--- src/design/sync_frame_parser_fletcher_core_assert.svh ---
// Assertion macros shared by the frame parser RTL.
// No dependencies; define NO_ASSERTIONS to compile them away.
`ifndef SYNC_FRAME_PARSER_FLETCHER_CORE_ASSERT_SVH
`define SYNC_FRAME_PARSER_FLETCHER_CORE_ASSERT_SVH

`ifndef NO_ASSERTIONS

// Same-cycle implication, disabled during reset.
`define SFP_ASSERT_IMP(lbl, clk, rstn, ante, cons) \
    lbl: assert property (@(posedge clk) disable iff (!(rstn)) (ante) |-> (cons)) \
        else $error("sfp assertion failed");

// Next-cycle implication, disabled during reset.
`define SFP_ASSERT_NEXT(lbl, clk, rstn, ante, cons) \
    lbl: assert property (@(posedge clk) disable iff (!(rstn)) (ante) |=> (cons)) \
        else $error("sfp assertion failed");

`else

`define SFP_ASSERT_IMP(lbl, clk, rstn, ante, cons)
`define SFP_ASSERT_NEXT(lbl, clk, rstn, ante, cons)

`endif

`endif

--- src/design/sfp_pkg.sv ---
// Shared types and constants for the sync frame parser.
// No dependencies.
`default_nettype none

package sfp_pkg;

    localparam logic [7:0] SYNC_FIRST_RST  = 8'hB5;
    localparam logic [7:0] SYNC_SECOND_RST = 8'h62;
    localparam logic [7:0] MAX_PAYLOAD_RST = 8'd255;

    typedef enum logic [3:0] {
        PH_HUNT  = 4'd0,
        PH_SYNC1 = 4'd1,
        PH_SYNC2 = 4'd2,
        PH_CLASS = 4'd3,
        PH_ID    = 4'd4,
        PH_LEN1  = 4'd5,
        PH_DATA  = 4'd6,
        PH_SUMA  = 4'd7,
        PH_SUMB  = 4'd8
    } phase_t;

    typedef enum logic [2:0] {
        ERR_NONE     = 3'd0,
        ERR_SYNC2    = 3'd1,
        ERR_BUSY     = 3'd2,
        ERR_TOO_LONG = 3'd3,
        ERR_SUM_A    = 3'd4,
        ERR_SUM_B    = 3'd5
    } err_kind_t;

    typedef enum logic [1:0] {
        CFG_SYNC_FIRST  = 2'd0,
        CFG_SYNC_SECOND = 2'd1,
        CFG_MAX_PAYLOAD = 2'd2
    } cfg_idx_t;

    typedef struct packed {
        logic [7:0] sync_first;
        logic [7:0] sync_second;
        logic [7:0] max_payload;
    } cfg_t;

    typedef struct packed {
        logic       payload_valid;
        logic [7:0] payload_byte;
        logic [7:0] payload_index;
        logic       frame_ok;
        logic       frame_error;
        err_kind_t  error_kind;
        logic [7:0] frame_class;
        logic [7:0] frame_id;
        logic [7:0] frame_length;
        logic [7:0] error_total;
    } result_t;

endpackage

`default_nettype wire

--- src/design/sfp_in_if.sv ---
// Input channel: one received byte plus the consumer busy flag per request.
// No dependencies.
`default_nettype none

interface sfp_in_if;
    logic       valid;
    logic       ready;
    logic [7:0] rx_byte;
    logic       consumer_busy;

    modport source (output valid, output rx_byte, output consumer_busy, input ready);
    modport sink   (input valid, input rx_byte, input consumer_busy, output ready);
endinterface

`default_nettype wire

--- src/design/sfp_out_if.sv ---
// Output channel: one parse result per request.
// No dependencies.
`default_nettype none

interface sfp_out_if;
    logic       valid;
    logic       ready;
    logic       payload_valid;
    logic [7:0] payload_byte;
    logic [7:0] payload_index;
    logic       frame_ok;
    logic       frame_error;
    logic [2:0] error_kind;
    logic [7:0] frame_class;
    logic [7:0] frame_id;
    logic [7:0] frame_length;
    logic [7:0] error_total;

    modport source (
        output valid, output payload_valid, output payload_byte, output payload_index,
        output frame_ok, output frame_error, output error_kind, output frame_class,
        output frame_id, output frame_length, output error_total, input ready
    );
    modport sink (
        input valid, input payload_valid, input payload_byte, input payload_index,
        input frame_ok, input frame_error, input error_kind, input frame_class,
        input frame_id, input frame_length, input error_total, output ready
    );
endinterface

`default_nettype wire

--- src/design/sfp_cfg.sv ---
// Configuration register bank: sync bytes and payload limit.
// Depends on sfp_pkg.
`default_nettype none

module sfp_cfg (
    input  wire logic          clk,
    input  wire logic          rst_n,
    input  wire logic          cfg_we,
    input  wire logic [1:0]    cfg_index,
    input  wire logic [7:0]    cfg_wdata,
    output sfp_pkg::cfg_t      cfg
);

    sfp_pkg::cfg_t cfg_reg;
    sfp_pkg::cfg_t cfg_next;

    always_comb
    begin
        cfg_next = cfg_reg;
        if (cfg_we)
        begin
            unique case (sfp_pkg::cfg_idx_t'(cfg_index))
                sfp_pkg::CFG_SYNC_FIRST:  cfg_next.sync_first  = cfg_wdata;
                sfp_pkg::CFG_SYNC_SECOND: cfg_next.sync_second = cfg_wdata;
                sfp_pkg::CFG_MAX_PAYLOAD: cfg_next.max_payload = cfg_wdata;
                default:                  cfg_next = cfg_reg;   // unmapped index
            endcase
        end
    end

    always_ff @(posedge clk or negedge rst_n)
    begin
        if (!rst_n)
        begin
            cfg_reg.sync_first  <= sfp_pkg::SYNC_FIRST_RST;
            cfg_reg.sync_second <= sfp_pkg::SYNC_SECOND_RST;
            cfg_reg.max_payload <= sfp_pkg::MAX_PAYLOAD_RST;
        end
        else
        begin
            cfg_reg <= cfg_next;
        end
    end

    assign cfg = cfg_reg;

endmodule

`default_nettype wire

--- src/design/sfp_parser.sv ---
// Parse state machine with Fletcher-8 sums; computes one result per byte.
// Depends on sfp_pkg and the assertion macro header.
`default_nettype none
`include "sync_frame_parser_fletcher_core_assert.svh"

module sfp_parser (
    input  wire logic          clk,
    input  wire logic          rst_n,
    input  wire logic          take,
    input  wire logic [7:0]    rx_byte,
    input  wire logic          consumer_busy,
    input  wire sfp_pkg::cfg_t cfg,
    output sfp_pkg::result_t   res
);

    sfp_pkg::phase_t    phase_reg, phase_next;
    logic [7:0]         suma_reg, suma_next;
    logic [7:0]         sumb_reg, sumb_next;
    logic [7:0]         len_reg, len_next;      // low length byte; high byte is 0 when used
    logic [7:0]         pos_reg, pos_next;
    logic [7:0]         class_reg, class_next;
    logic [7:0]         id_reg, id_next;
    logic [7:0]         cnt_reg, cnt_next;

    logic [7:0]         suma_add;
    logic [7:0]         sumb_add;
    logic [7:0]         pos_inc;
    sfp_pkg::err_kind_t err;
    logic               pv;
    logic [7:0]         pb;
    logic [7:0]         pi;
    logic               ok;

    assign suma_add = suma_reg + rx_byte;
    assign sumb_add = sumb_reg + suma_add;
    assign pos_inc  = pos_reg + 8'd1;

    always_comb
    begin
        phase_next = phase_reg;
        suma_next  = suma_reg;
        sumb_next  = sumb_reg;
        len_next   = len_reg;
        pos_next   = pos_reg;
        class_next = class_reg;
        id_next    = id_reg;
        cnt_next   = cnt_reg;
        err        = sfp_pkg::ERR_NONE;
        pv         = 1'b0;
        pb         = 8'd0;
        pi         = 8'd0;
        ok         = 1'b0;

        unique case (phase_reg)
            sfp_pkg::PH_HUNT:
            begin
                if (rx_byte == cfg.sync_first)
                    phase_next = sfp_pkg::PH_SYNC1;
            end
            sfp_pkg::PH_SYNC1:
            begin
                if (rx_byte != cfg.sync_second)
                    err = sfp_pkg::ERR_SYNC2;
                else
                begin
                    suma_next  = 8'd0;
                    sumb_next  = 8'd0;
                    phase_next = sfp_pkg::PH_SYNC2;
                end
            end
            sfp_pkg::PH_SYNC2:
            begin
                if (consumer_busy)
                    err = sfp_pkg::ERR_BUSY;
                else
                begin
                    suma_next  = suma_add;
                    sumb_next  = sumb_add;
                    class_next = rx_byte;
                    phase_next = sfp_pkg::PH_CLASS;
                end
            end
            sfp_pkg::PH_CLASS:
            begin
                suma_next  = suma_add;
                sumb_next  = sumb_add;
                id_next    = rx_byte;
                phase_next = sfp_pkg::PH_ID;
            end
            sfp_pkg::PH_ID:
            begin
                suma_next  = suma_add;
                sumb_next  = sumb_add;
                len_next   = rx_byte;
                phase_next = sfp_pkg::PH_LEN1;
            end
            sfp_pkg::PH_LEN1:
            begin
                suma_next = suma_add;
                sumb_next = sumb_add;
                // 16-bit length over limit: any high bit set, or low byte too big
                if (rx_byte != 8'd0 || len_reg > cfg.max_payload)
                    err = sfp_pkg::ERR_TOO_LONG;
                else
                begin
                    pos_next   = 8'd0;
                    phase_next = (len_reg == 8'd0) ? sfp_pkg::PH_SUMA : sfp_pkg::PH_DATA;
                end
            end
            sfp_pkg::PH_DATA:
            begin
                suma_next = suma_add;
                sumb_next = sumb_add;
                pv        = 1'b1;
                pb        = rx_byte;
                pi        = pos_reg;
                pos_next  = pos_inc;
                if (pos_inc >= len_reg || pos_inc == 8'd0)
                    phase_next = sfp_pkg::PH_SUMA;
            end
            sfp_pkg::PH_SUMA:
            begin
                if (rx_byte != suma_reg)
                    err = sfp_pkg::ERR_SUM_A;
                else
                    phase_next = sfp_pkg::PH_SUMB;
            end
            sfp_pkg::PH_SUMB:
            begin
                if (rx_byte != sumb_reg)
                    err = sfp_pkg::ERR_SUM_B;
                else
                begin
                    ok         = 1'b1;
                    phase_next = sfp_pkg::PH_HUNT;
                end
            end
            default:
            begin
                phase_next = sfp_pkg::PH_HUNT;
            end
        endcase

        if (err != sfp_pkg::ERR_NONE)
        begin
            cnt_next   = cnt_reg + 8'd1;
            phase_next = sfp_pkg::PH_HUNT;
        end
    end

    always_ff @(posedge clk or negedge rst_n)
    begin
        if (!rst_n)
        begin
            phase_reg <= sfp_pkg::PH_HUNT;
            suma_reg  <= 8'd0;
            sumb_reg  <= 8'd0;
            len_reg   <= 8'd0;
            pos_reg   <= 8'd0;
            class_reg <= 8'd0;
            id_reg    <= 8'd0;
            cnt_reg   <= 8'd0;
        end
        else if (take)
        begin
            phase_reg <= phase_next;
            suma_reg  <= suma_next;
            sumb_reg  <= sumb_next;
            len_reg   <= len_next;
            pos_reg   <= pos_next;
            class_reg <= class_next;
            id_reg    <= id_next;
            cnt_reg   <= cnt_next;
        end
    end

    always_comb
    begin
        res.payload_valid = pv;
        res.payload_byte  = pb;
        res.payload_index = pi;
        res.frame_ok      = ok;
        res.frame_error   = (err != sfp_pkg::ERR_NONE);
        res.error_kind    = err;
        res.frame_class   = class_next;
        res.frame_id      = id_next;
        res.frame_length  = len_next;
        res.error_total   = cnt_next;
    end

    `SFP_ASSERT_NEXT(a_err_counts, clk, rst_n, take && res.frame_error, cnt_reg == $past(cnt_reg) + 8'd1)
    `SFP_ASSERT_NEXT(a_err_hunts, clk, rst_n, take && res.frame_error, phase_reg == sfp_pkg::PH_HUNT)
    `SFP_ASSERT_IMP(a_ok_no_err, clk, rst_n, res.frame_ok, !res.frame_error && phase_reg == sfp_pkg::PH_SUMB)
    `SFP_ASSERT_IMP(a_payload_in_data, clk, rst_n, res.payload_valid, phase_reg == sfp_pkg::PH_DATA)

endmodule

`default_nettype wire

--- src/design/sfp_out_reg.sv ---
// Result register between the parser and the output channel.
// Depends on sfp_pkg.
`default_nettype none

module sfp_out_reg (
    input  wire logic             clk,
    input  wire logic             rst_n,
    input  wire logic             load,
    input  wire sfp_pkg::result_t d,
    input  wire logic             out_ready,
    output logic                  out_valid,
    output sfp_pkg::result_t      q,
    output logic                  can_load
);

    logic             valid_reg, valid_next;
    sfp_pkg::result_t data_reg;

    // Slot frees up in the same cycle the sink takes the held result.
    assign can_load   = !valid_reg || out_ready;
    assign valid_next = load || (valid_reg && !out_ready);

    always_ff @(posedge clk or negedge rst_n)
    begin
        if (!rst_n)
            valid_reg <= 1'b0;
        else
            valid_reg <= valid_next;
    end

    always_ff @(posedge clk)
    begin
        if (load)
            data_reg <= d;
    end

    assign out_valid = valid_reg;
    assign q         = data_reg;

endmodule

`default_nettype wire

--- src/design/sync_frame_parser_fletcher_core.sv ---
// Top level of the sync frame parser with Fletcher-8 check.
// Depends on sfp_pkg, sfp_in_if, sfp_out_if, sfp_cfg, sfp_parser, sfp_out_reg.
//
//  channel   dir  handshake     payload
//  in_ch     in   valid/ready   rx_byte[7:0], consumer_busy
//  out_ch    out  valid/ready   payload_valid/byte/index, frame_ok, frame_error,
//                               error_kind[2:0], frame_class, frame_id,
//                               frame_length, error_total
//  cfg       in   cfg_we        cfg_index[1:0], cfg_wdata[7:0]
//
// The parse step is a single state update feeding the result register, so a byte
// can be taken every clock while the result slot is free or being emptied.
// out_ch.valid rises in the cycle after input acceptance.
// in_ch.ready drops only when the result register is full and out_ch.ready
// is low; a stalled output holds its request unchanged.
// rst_n clears the parser state, the error count and the config registers
// (sync 0xB5/0x62, max payload 255). No clearing pass is needed.
`default_nettype none

module sync_frame_parser_fletcher_core (
    input  wire logic       clk,
    input  wire logic       rst_n,
    sfp_in_if.sink          in_ch,
    sfp_out_if.source       out_ch,
    input  wire logic       cfg_we,
    input  wire logic [1:0] cfg_index,
    input  wire logic [7:0] cfg_wdata
);

    sfp_pkg::cfg_t    cfg;
    sfp_pkg::result_t step_res;
    sfp_pkg::result_t held_res;
    logic             take;
    logic             can_load;

    // A byte is taken whenever the result slot is free or being emptied.
    assign in_ch.ready = can_load;
    assign take        = in_ch.valid && can_load;

    sfp_cfg u_cfg (
        .clk       (clk),
        .rst_n     (rst_n),
        .cfg_we    (cfg_we),
        .cfg_index (cfg_index),
        .cfg_wdata (cfg_wdata),
        .cfg       (cfg)
    );

    sfp_parser u_parser (
        .clk           (clk),
        .rst_n         (rst_n),
        .take          (take),
        .rx_byte       (in_ch.rx_byte),
        .consumer_busy (in_ch.consumer_busy),
        .cfg           (cfg),
        .res           (step_res)
    );

    sfp_out_reg u_out_reg (
        .clk       (clk),
        .rst_n     (rst_n),
        .load      (take),
        .d         (step_res),
        .out_ready (out_ch.ready),
        .out_valid (out_ch.valid),
        .q         (held_res),
        .can_load  (can_load)
    );

    assign out_ch.payload_valid = held_res.payload_valid;
    assign out_ch.payload_byte  = held_res.payload_byte;
    assign out_ch.payload_index = held_res.payload_index;
    assign out_ch.frame_ok      = held_res.frame_ok;
    assign out_ch.frame_error   = held_res.frame_error;
    assign out_ch.error_kind    = held_res.error_kind;
    assign out_ch.frame_class   = held_res.frame_class;
    assign out_ch.frame_id      = held_res.frame_id;
    assign out_ch.frame_length  = held_res.frame_length;
    assign out_ch.error_total   = held_res.error_total;

endmodule

`default_nettype wire
--- src/flat_wrapper.sv ---
// flat-port wrapper written by rule: the top's interface ports become plain ports
module sync_frame_parser_fletcher_core_flat 
  (clk, rst_n, cfg_we, cfg_index, cfg_wdata, in_ch_valid, in_ch_rx_byte, in_ch_consumer_busy, in_ch_ready, out_ch_valid, out_ch_payload_valid, out_ch_payload_byte, out_ch_payload_index, out_ch_frame_ok, out_ch_frame_error, out_ch_error_kind, out_ch_frame_class, out_ch_frame_id, out_ch_frame_length, out_ch_error_total, out_ch_ready);
  sfp_in_if in_ch_i ();
  sfp_out_if out_ch_i ();
  input  wire logic clk;
  input  wire logic rst_n;
  input  wire logic cfg_we;
  input  wire logic [1:0] cfg_index;
  input  wire logic [7:0] cfg_wdata;
  input wire logic [$bits(in_ch_i.valid)-1:0] in_ch_valid;
  input wire logic [$bits(in_ch_i.rx_byte)-1:0] in_ch_rx_byte;
  input wire logic [$bits(in_ch_i.consumer_busy)-1:0] in_ch_consumer_busy;
  output wire logic [$bits(in_ch_i.ready)-1:0] in_ch_ready;
  output wire logic [$bits(out_ch_i.valid)-1:0] out_ch_valid;
  output wire logic [$bits(out_ch_i.payload_valid)-1:0] out_ch_payload_valid;
  output wire logic [$bits(out_ch_i.payload_byte)-1:0] out_ch_payload_byte;
  output wire logic [$bits(out_ch_i.payload_index)-1:0] out_ch_payload_index;
  output wire logic [$bits(out_ch_i.frame_ok)-1:0] out_ch_frame_ok;
  output wire logic [$bits(out_ch_i.frame_error)-1:0] out_ch_frame_error;
  output wire logic [$bits(out_ch_i.error_kind)-1:0] out_ch_error_kind;
  output wire logic [$bits(out_ch_i.frame_class)-1:0] out_ch_frame_class;
  output wire logic [$bits(out_ch_i.frame_id)-1:0] out_ch_frame_id;
  output wire logic [$bits(out_ch_i.frame_length)-1:0] out_ch_frame_length;
  output wire logic [$bits(out_ch_i.error_total)-1:0] out_ch_error_total;
  input wire logic [$bits(out_ch_i.ready)-1:0] out_ch_ready;
  assign in_ch_i.valid = in_ch_valid;
  assign in_ch_i.rx_byte = in_ch_rx_byte;
  assign in_ch_i.consumer_busy = in_ch_consumer_busy;
  assign in_ch_ready = in_ch_i.ready;
  assign out_ch_valid = out_ch_i.valid;
  assign out_ch_payload_valid = out_ch_i.payload_valid;
  assign out_ch_payload_byte = out_ch_i.payload_byte;
  assign out_ch_payload_index = out_ch_i.payload_index;
  assign out_ch_frame_ok = out_ch_i.frame_ok;
  assign out_ch_frame_error = out_ch_i.frame_error;
  assign out_ch_error_kind = out_ch_i.error_kind;
  assign out_ch_frame_class = out_ch_i.frame_class;
  assign out_ch_frame_id = out_ch_i.frame_id;
  assign out_ch_frame_length = out_ch_i.frame_length;
  assign out_ch_error_total = out_ch_i.error_total;
  assign out_ch_i.ready = out_ch_ready;
  sync_frame_parser_fletcher_core u_core (.clk(clk), .rst_n(rst_n), .in_ch(in_ch_i), .out_ch(out_ch_i), .cfg_we(cfg_we), .cfg_index(cfg_index), .cfg_wdata(cfg_wdata));
endmodule
--- config.mk ---
export PLATFORM = sky130hd
export DESIGN_NAME = sync_frame_parser_fletcher_core_flat
export DESIGN_NICKNAME = d
export VERILOG_FILES = /design/src/design/sfp_pkg.sv /design/src/design/sfp_in_if.sv /design/src/design/sfp_out_if.sv /design/src/design/sfp_cfg.sv /design/src/design/sfp_parser.sv /design/src/design/sfp_out_reg.sv /design/src/design/sync_frame_parser_fletcher_core.sv /design/src/flat_wrapper.sv
export VERILOG_INCLUDE_DIRS = /design/src /design/src/design
export SDC_FILE = /design/constraint.sdc
export NUM_CORES = 1
export LEC_CHECK = 0
export BUFFER_PORTS_ARGS = -buffer_cell sky130_fd_sc_hd__buf_2
export CAP_MARGIN = 40
export CORE_MARGIN = 2
export CORE_UTILIZATION = 59
export CTS_CLUSTER_DIAMETER = 60
export DETAILED_ROUTE_END_ITERATION = 10
export GPL_TIMING_DRIVEN = 0
export HOLD_SLACK_MARGIN = 0.03
export MAX_ROUTING_LAYER = met4
export PLACE_DENSITY = 0.8
export SETUP_SLACK_MARGIN = 0.02
export SYNTH_ARGS = -nofsm -noshare
export SYNTH_HDL_FRONTEND = slang
export SYNTH_HIERARCHICAL = 1
export SYNTH_SLANG_ARGS = --single-unit
--- constraint.sdc ---
create_clock -name clk -period 4 [get_ports clk]
set_input_delay 1 -clock clk [delete_from_list [all_inputs] [get_ports clk]]
set_output_delay 1 -clock clk [all_outputs]
set_load 0.05 [all_outputs]
# ---- Word level (Yosys, flattened, before mapping)
# Cells that the tools add are included.
dict set report word_totals {
  elab_cells 105
  output_inout_bits 56
  regBits 139
}
dict set report classes {
  n_reduce_logical 23
  eq_ne 24
  n_addsub 4
  magnitude_cmp 2
  mux 30
}
# op count
set ops {}
lappend ops {{8-bit 2-to-1 mux} 9}
lappend ops {{8-bit one-hot mux with 3 select lines} 2}
lappend ops {{4-bit one-hot mux with 9 select lines} 1}
lappend ops {{4-bit 2-to-1 mux} 8}
lappend ops {{8-bit inequality test} 3}
lappend ops {{3-bit inequality test, second input constant} 7}
lappend ops {{8-bit by 1-bit adder with 8-bit output, second input constant} 2}
lappend ops {{8-bit adder} 2}
lappend ops {{4-bit by 3-bit equality test with 1-bit output, second input constant} 4}
lappend ops {{8-bit logical NOT} 2}
lappend ops {{8-bit one-hot mux with 2 select lines} 1}
lappend ops {{3-bit one-hot mux with 5 select lines} 1}
lappend ops {{4-bit by 2-bit equality test with 1-bit output, second input constant} 2}
lappend ops {{8-bit equality test} 1}
lappend ops {{8-bit >= comparator} 1}
lappend ops {{8-bit > comparator} 1}
lappend ops {{8-bit AND reduction} 1}
lappend ops {{8-bit nonzero test} 1}
lappend ops {{3-bit 2-to-1 mux} 2}
lappend ops {{2-bit inequality test, second input constant} 3}
lappend ops {{2-bit AND reduction} 3}
lappend ops {{3-bit nonzero test} 2}
lappend ops {{4-bit by 1-bit equality test with 1-bit output, second input constant} 1}
lappend ops {{4-bit equality test, second input constant} 1}
lappend ops {{13 further kinds} 22}

# ---- Longest topological paths before layout
dict set report depth {
  ltp_word 7
  ltp_mapped 14
}

# ---- Cells and area by module
# The synthesis kept the hierarchy.
# mod cells_each n_inst area_per_inst_um2 seq_area_each_um2
set modules_own_cells {}
lappend modules_own_cells {sfp_parser 482 1 4486.8 1501.4}
lappend modules_own_cells {sfp_out_reg 57 1 1669.1 1646.6}
lappend modules_own_cells {sfp_cfg 51 1 932.1 620.6}
lappend modules_own_cells {sync_frame_parser_fletcher_core 1 1 6.3 0.0}

# ---- Least setup slack after synthesis
# OpenSTA, ideal clock, no wires.
dict set report synth_timing {
  path_type {input to register}
  startpoint {input port out_ch_ready}
  endpoint {register u_core.u_parser.suma_reg[0]}
  arrival_ns 3.803
  slack_ns 0.131
  cell_stages 7
  t_required_ns 3.934
  cell_sequence {nand2b_4 -> and2_1 -> nor2b_1 -> nand2_1 -> nor2_1 -> clkbuf_1 -> a22o_1}
}
dict set report synth_via {
  elab_chain_len 3
}
# item line_no
set synth_rtl {}
lappend synth_rtl {{start, declared} flat_wrapper.sv:26} ;# input wire logic [$bits(out_ch_i.ready)-1:0] out_ch_ready;
lappend synth_rtl {{1-bit logical OR} sfp_out_reg.sv:20} ;# assign can_load = !valid_reg || out_ready;
lappend synth_rtl {{1-bit logical AND} sync_frame_parser_fletcher_core.sv:38} ;# assign take = in_ch.valid && can_load;
lappend synth_rtl {{net u_core.take} sync_frame_parser_fletcher_core.sv:33} ;# logic take;
lappend synth_rtl {{4-bit AND reduction (no line)} -}
lappend synth_rtl {{end signal, assigned} sfp_parser.sv:167} ;# suma_reg <= suma_next;
lappend synth_rtl {{end, declared} sfp_parser.sv:17} ;# logic [7:0] suma_reg, suma_next;
# The timed path passes the listed nets, and every way through them passes these cells.
# A chain may end at the register's enable or synchronous reset.

# ---- Final worst setup path
dict set report layout_timing {
  startpoint {input port in_ch_rx_byte[0]}
  endpoint {register u_core.u_parser.sumb_reg[7]}
}
dict set report layout_via {
  elab_chain_len 4
  word_cells_on_any_way 7
  classes_between {add/sub (2); eq/ne (2); mux (2); reduce/logical (1)}
}
# item line_no
set layout_rtl {}
lappend layout_rtl {{start, declared} flat_wrapper.sv:12} ;# input wire logic [$bits(in_ch_i.rx_byte)-1:0] in_ch_rx_byte;
lappend layout_rtl {{8-bit adder} sfp_parser.sv:34} ;# assign suma_add = suma_reg + rx_byte;
lappend layout_rtl {{8-bit adder} sfp_parser.sv:35} ;# assign sumb_add = sumb_reg + suma_add;
lappend layout_rtl {{8-bit 2-to-1 mux} sfp_parser.sv:73} ;# if (consumer_busy)
lappend layout_rtl {{8-bit one-hot mux with 3 select lines} sfp_parser.sv:54} ;# unique case (phase_reg)
lappend layout_rtl {{end signal, assigned} sfp_parser.sv:168} ;# sumb_reg <= sumb_next;
lappend layout_rtl {{end, declared} sfp_parser.sv:18} ;# logic [7:0] sumb_reg, sumb_next;
# Several ways; a longest one is shown, not always the timed one. The select of a mux whose other input is x is not followed.

==> results.md <==
- Of the post-synthesis cell area, the part taken by muxes is 9.49%.
- The post-route clock period utilization is 85.1%.
- The largest individual stage delay along the critical path comes from the cell sky130_fd_sc_hd__fa_1.
- In this run the post-CTS setup repair buffer count came out at 0.
- The post-synthesis adder-cell area fraction is 6.38%.
- Timing would allow up to 0.294 GHz.
- Final hold analysis gives a worst-case slack of 458 ps.
- The parity-gate share of the synthesized area counting xor and xnor cells is 7.04%.
- The hold violation total from the final report is 0.
- The library cell with the highest instance count after synthesis is sky130_fd_sc_hd__dfrtp_1.
- The number of max-capacitance violations reported is 0.
- The maximum root-to-sink buffer count is 2.
- TritonCTS created 17 clock buffers.
- STA classifies the critical path startpoint as an input port.
- The region available for standard cell placement spans 0.0119 mm^2.
- The slack of the worst reg-to-reg path is 760 ps.
- The worst register-to-register path has a depth of 13.
- The first detailed-routing pass ran for 5 iterations.
- Summing all multi-input logic gate instances after layout gives 0.00309 mm^2.
- The first-iteration detailed-routing DRC count is 368.
- The sum of net half-perimeters after detailed placement is 10700 um.
- In the final routed layout, each cell accounts on average for 18.1 um.
- The post-synthesis cell type with the largest combined area is sky130_fd_sc_hd__dfrtp_1.
- The cell sitting at the root of the clock tree is a sky130_fd_sc_hd__clkbuf_16.
- The worst register-to-register path ends at u_core/u_parser/phase_reg[0].
- The most prevalent standard cell on the critical path is sky130_fd_sc_hd__a21oi_1.
- The clock sink count is 139.
- STA classifies the critical path endpoint as a flop.
- The final design utilization is 69.7%.
- The top cell type by area accounts for 24.3% of the synthesized area.
- The post-place setup slack is 183 ps.
- The data arrival time at the worst-slack endpoint is 3750 ps.
- Counting flops with a built-in enable in the synthesized netlist gives 54.
- The final critical delay including setup and external delays is 3400 ps.
- The synthesized netlist contains 62 unique library cells.
- The via count of the first global-routing pass is 4964.
- STA puts the critical path data required time at 4340 ps.
- The met2 track demand over resource in global routing is 40.6%.
- In this run the cell area of the synthesized design comes to 0.00709 mm^2.
- The mean instance size in the synthesized netlist is 12.0 um^2.
- Of the total synthesized cell area, the portion taken by AND, OR, NAND and NOR gates is 11.5%.
- The total negative slack for setup checks is 0 ps.
- The final critical-path setup slack is 595 ps.
- The top-level I/O count is 80.
- The final setup violation count is 0.
- For this run, asynchronously set or reset flops after synthesis account for 61.2%.
- The synthesized netlist devotes 9.07% of its cell area to compound gates.
- The tightest min-delay check is of the input port to async pin type.
- The number of antenna violations at the first check in global routing is 0.
- The final max-slew violation count came to 0.
- The worst-case IR drop observed on VDD is 0.441 mV.
- The clock tree from TritonCTS is done.
- The critical path in this run is classified as input port to flop.
- The number of flip-flops in the largest register is 54.
- The highest fanout seen on the critical path is 3.
- Fill cells in the final layout number 853.
- The clock transition at the registers of the reported paths is 60 ps.
- The horizontal die dimension is 114 um.
- Sorting the synthesized cells by how often they occur yields sky130_fd_sc_hd__dfrtp_1 (69), sky130_fd_sc_hd__mux2_2 (57), sky130_fd_sc_hd__edfxtp_1 (54), sky130_fd_sc_hd__nand2_1 (42), sky130_fd_sc_hd__xnor2_1 (41).
- In this run the tightest slew margin relative to its limit is 44.0%.
- Dividing the detail-routed via count by the number of cells gives 5.89.
- The post-route antenna net violation count is 0.
- The layout net count is 749.
- The overall die height is 114 um.
- The total global routing track utilization is 26.4%.
- The power density relative to cell area is 812 mW/mm^2.
- 0 antenna diodes ended up in the layout.
- The largest net degree at the start of global routing is 66.
- The clock insertion delay at the later pin of the skew report is 430 ps.
- The post-route netlist has 28.6% of its cells at a drive strength greater than 1.
- The dominant combinational cell family by area after synthesis is simple AND/OR/NAND/NOR gates.
- The global-route track usage on met3 is 6.48%.
- Setup repair after global routing left no endpoint under its margin.
- In the routed design, unresolved DRC markers number 0.
- The overall die area is 0.0129 mm^2.
- Among all flip-flop cells after synthesis, the most frequent one is sky130_fd_sc_hd__dfrtp_1.
- Routability-driven placement finished with a final weighted congestion of 0.878.
- The leakage power is 0.00362 uW.
- The number of storage elements in the synthesis netlist is 139.
- The met1 track utilization from global routing is 34.4%.
- The total via count after detailed routing is 5007.
- For this block, the routed nets add up to 15400 um of wire.
- The flow ran to the end, and the final reports show no timing, DRC or antenna violations.
- Across the routed clock network, the largest skew measured is 10.5 ps.
- The synthesis warning total is 6.
- The first global-routing pass estimated 25300 um of wire.
- Relative to the synthesized area, the layout overhead comes to 16.5%.
- Of the synthesized area, sequential elements account for 53.1%.
- The startpoint identified for the worst register-to-register timing path is u_core/u_parser/pos_reg[2].
- The delay of the slowest critical-path stage is 410 ps.
- The clock tree synthesis step divided the H-tree into 4 levels.
- The signal on the critical path passes through buf_2, ha_1, fa_1, a21o_1, a21oi_1, o21bai_1, a21oi_1, xnor2_1, ha_1, or3_1, o211ai_1, xor2_1, a21oi_1, o22ai_1.
- Synthesis produced a netlist with a net count of 650.
- After floorplanning, the core was divided into 40 placement rows.
- By area the synthesized netlist is led by sky130_fd_sc_hd__dfrtp_1 (24%), sky130_fd_sc_hd__edfxtp_1 (23%), sky130_fd_sc_hd__mux2_2 (9.0%), sky130_fd_sc_hd__dfstp_2 (5.9%), sky130_fd_sc_hd__ha_1 (5.8%).
- The count of placed standard cells in the final layout, fillers left out is 850.
- The number of buffers inserted by hold repair at cts is 0.
- The actual transition at the worst max-transition pin is 840 ps.
- Once placement completed, the tool counted placed cells totaling 818.
- Summing all flip-flop and latch instances after layout gives 0.00377 mm^2.
- The post-CTS resize count is 0.
- Synthesis produced a netlist whose cell count is 591.
- The effective utilization at floorplan is 59.8%.
- Port buffering added 78 buffers.
- After global routing the overflow that remains totals 0.
- met2 is the most crowded layer.
final cells by class:
cell class / instances / share of cell area (%)
flip-flops and latches: 139 / 45.6
well taps: 147 / 2.22
clock buffers: 23 / 5.42
plain buffers: 28 / 1.66
repair buffers: 80 / 5.33
multi-input cells: 397 / 37.3
clock inverters: 9 / 1.21
inverters: 27 / 1.23
per-stage QoR:
step / instance area [um^2] / power, uW
6_report: 8270 / 6710
4_1_cts: 8270 / 6710
5_1_grt: 8270 / 7130
2_1_floorplan: 7090 / 4540
3_5_place_dp: 7720 / 5220
3_3_place_gp: 7670 / 5070
worst max-delay path, delay by kind of cell:
family | cells | cell delay (ps)
compound gates | 7 | 1040
xor+xnor | 2 | 340
fa+ha+maj | 3 | 870
buf+inv | 1 | 100
simple gates | 1 | 380
worst max-delay path by stage:
stage | startpoint | to | slack [ps] | cells after the start
after global placement | out_ch_ready | u_core/u_parser/suma_reg[2] | -640 | 8
final | in_ch_rx_byte[0] | u_core/u_parser/sumb_reg[7] | 600 | 14
after detailed placement | in_ch_rx_byte[0] | u_core/u_parser/sumb_reg[7] | 180 | 14
after floorplan | out_ch_ready | u_core/u_parser/suma_reg[0] | 130 | 7
after global routing | in_ch_rx_byte[0] | u_core/u_parser/sumb_reg[7] | 410 | 15
after CTS | in_ch_rx_byte[0] | u_core/u_parser/sumb_reg[7] | 630 | 14
cell families after synthesis:
logic type      count (synthesis)
flops                         139
compound gates                 95
buf+inv                        55
simple gates                  150
fa+ha+maj                      35
mux                            60
xor+xnor                       57
report_power, final:
group          internal, uW  switching, uW  total (uW)  leakage [uW]
Combinational          1150           1770        2930       0.00178
Sequential             2020            289        2310       0.00158
Clock                   909            565        1470      0.000258
Total                  4090           2630        6710       0.00362
routing by layer:
| metal | vias to the layer above | share of wire (%) | routed length, um |
|---|---|---|---|
| li1 | 2330 | - | - |
| met1 | 2441 | 44 | 6710 |
| met2 | 208 | 48 | 7430 |
| met3 | 28 | 6.1 | 934 |
| met4 | 0 | 2.1 | 327 |
| met5 | - | 0 | 0 |
cell usage in the layout, fill, tap and decap left out, drive strengths merged, types with 27 or more instances in the layout:
cell,synthesis,layout
buf,13,93
dfrtp,69,69
mux2,58,58
edfxtp,54,54
nand2,42,42
xnor2,41,41
clkbuf,15,38
ha,33,33
o21ai,31,31
inv,27,27
(Power assumes the default switching activity.)
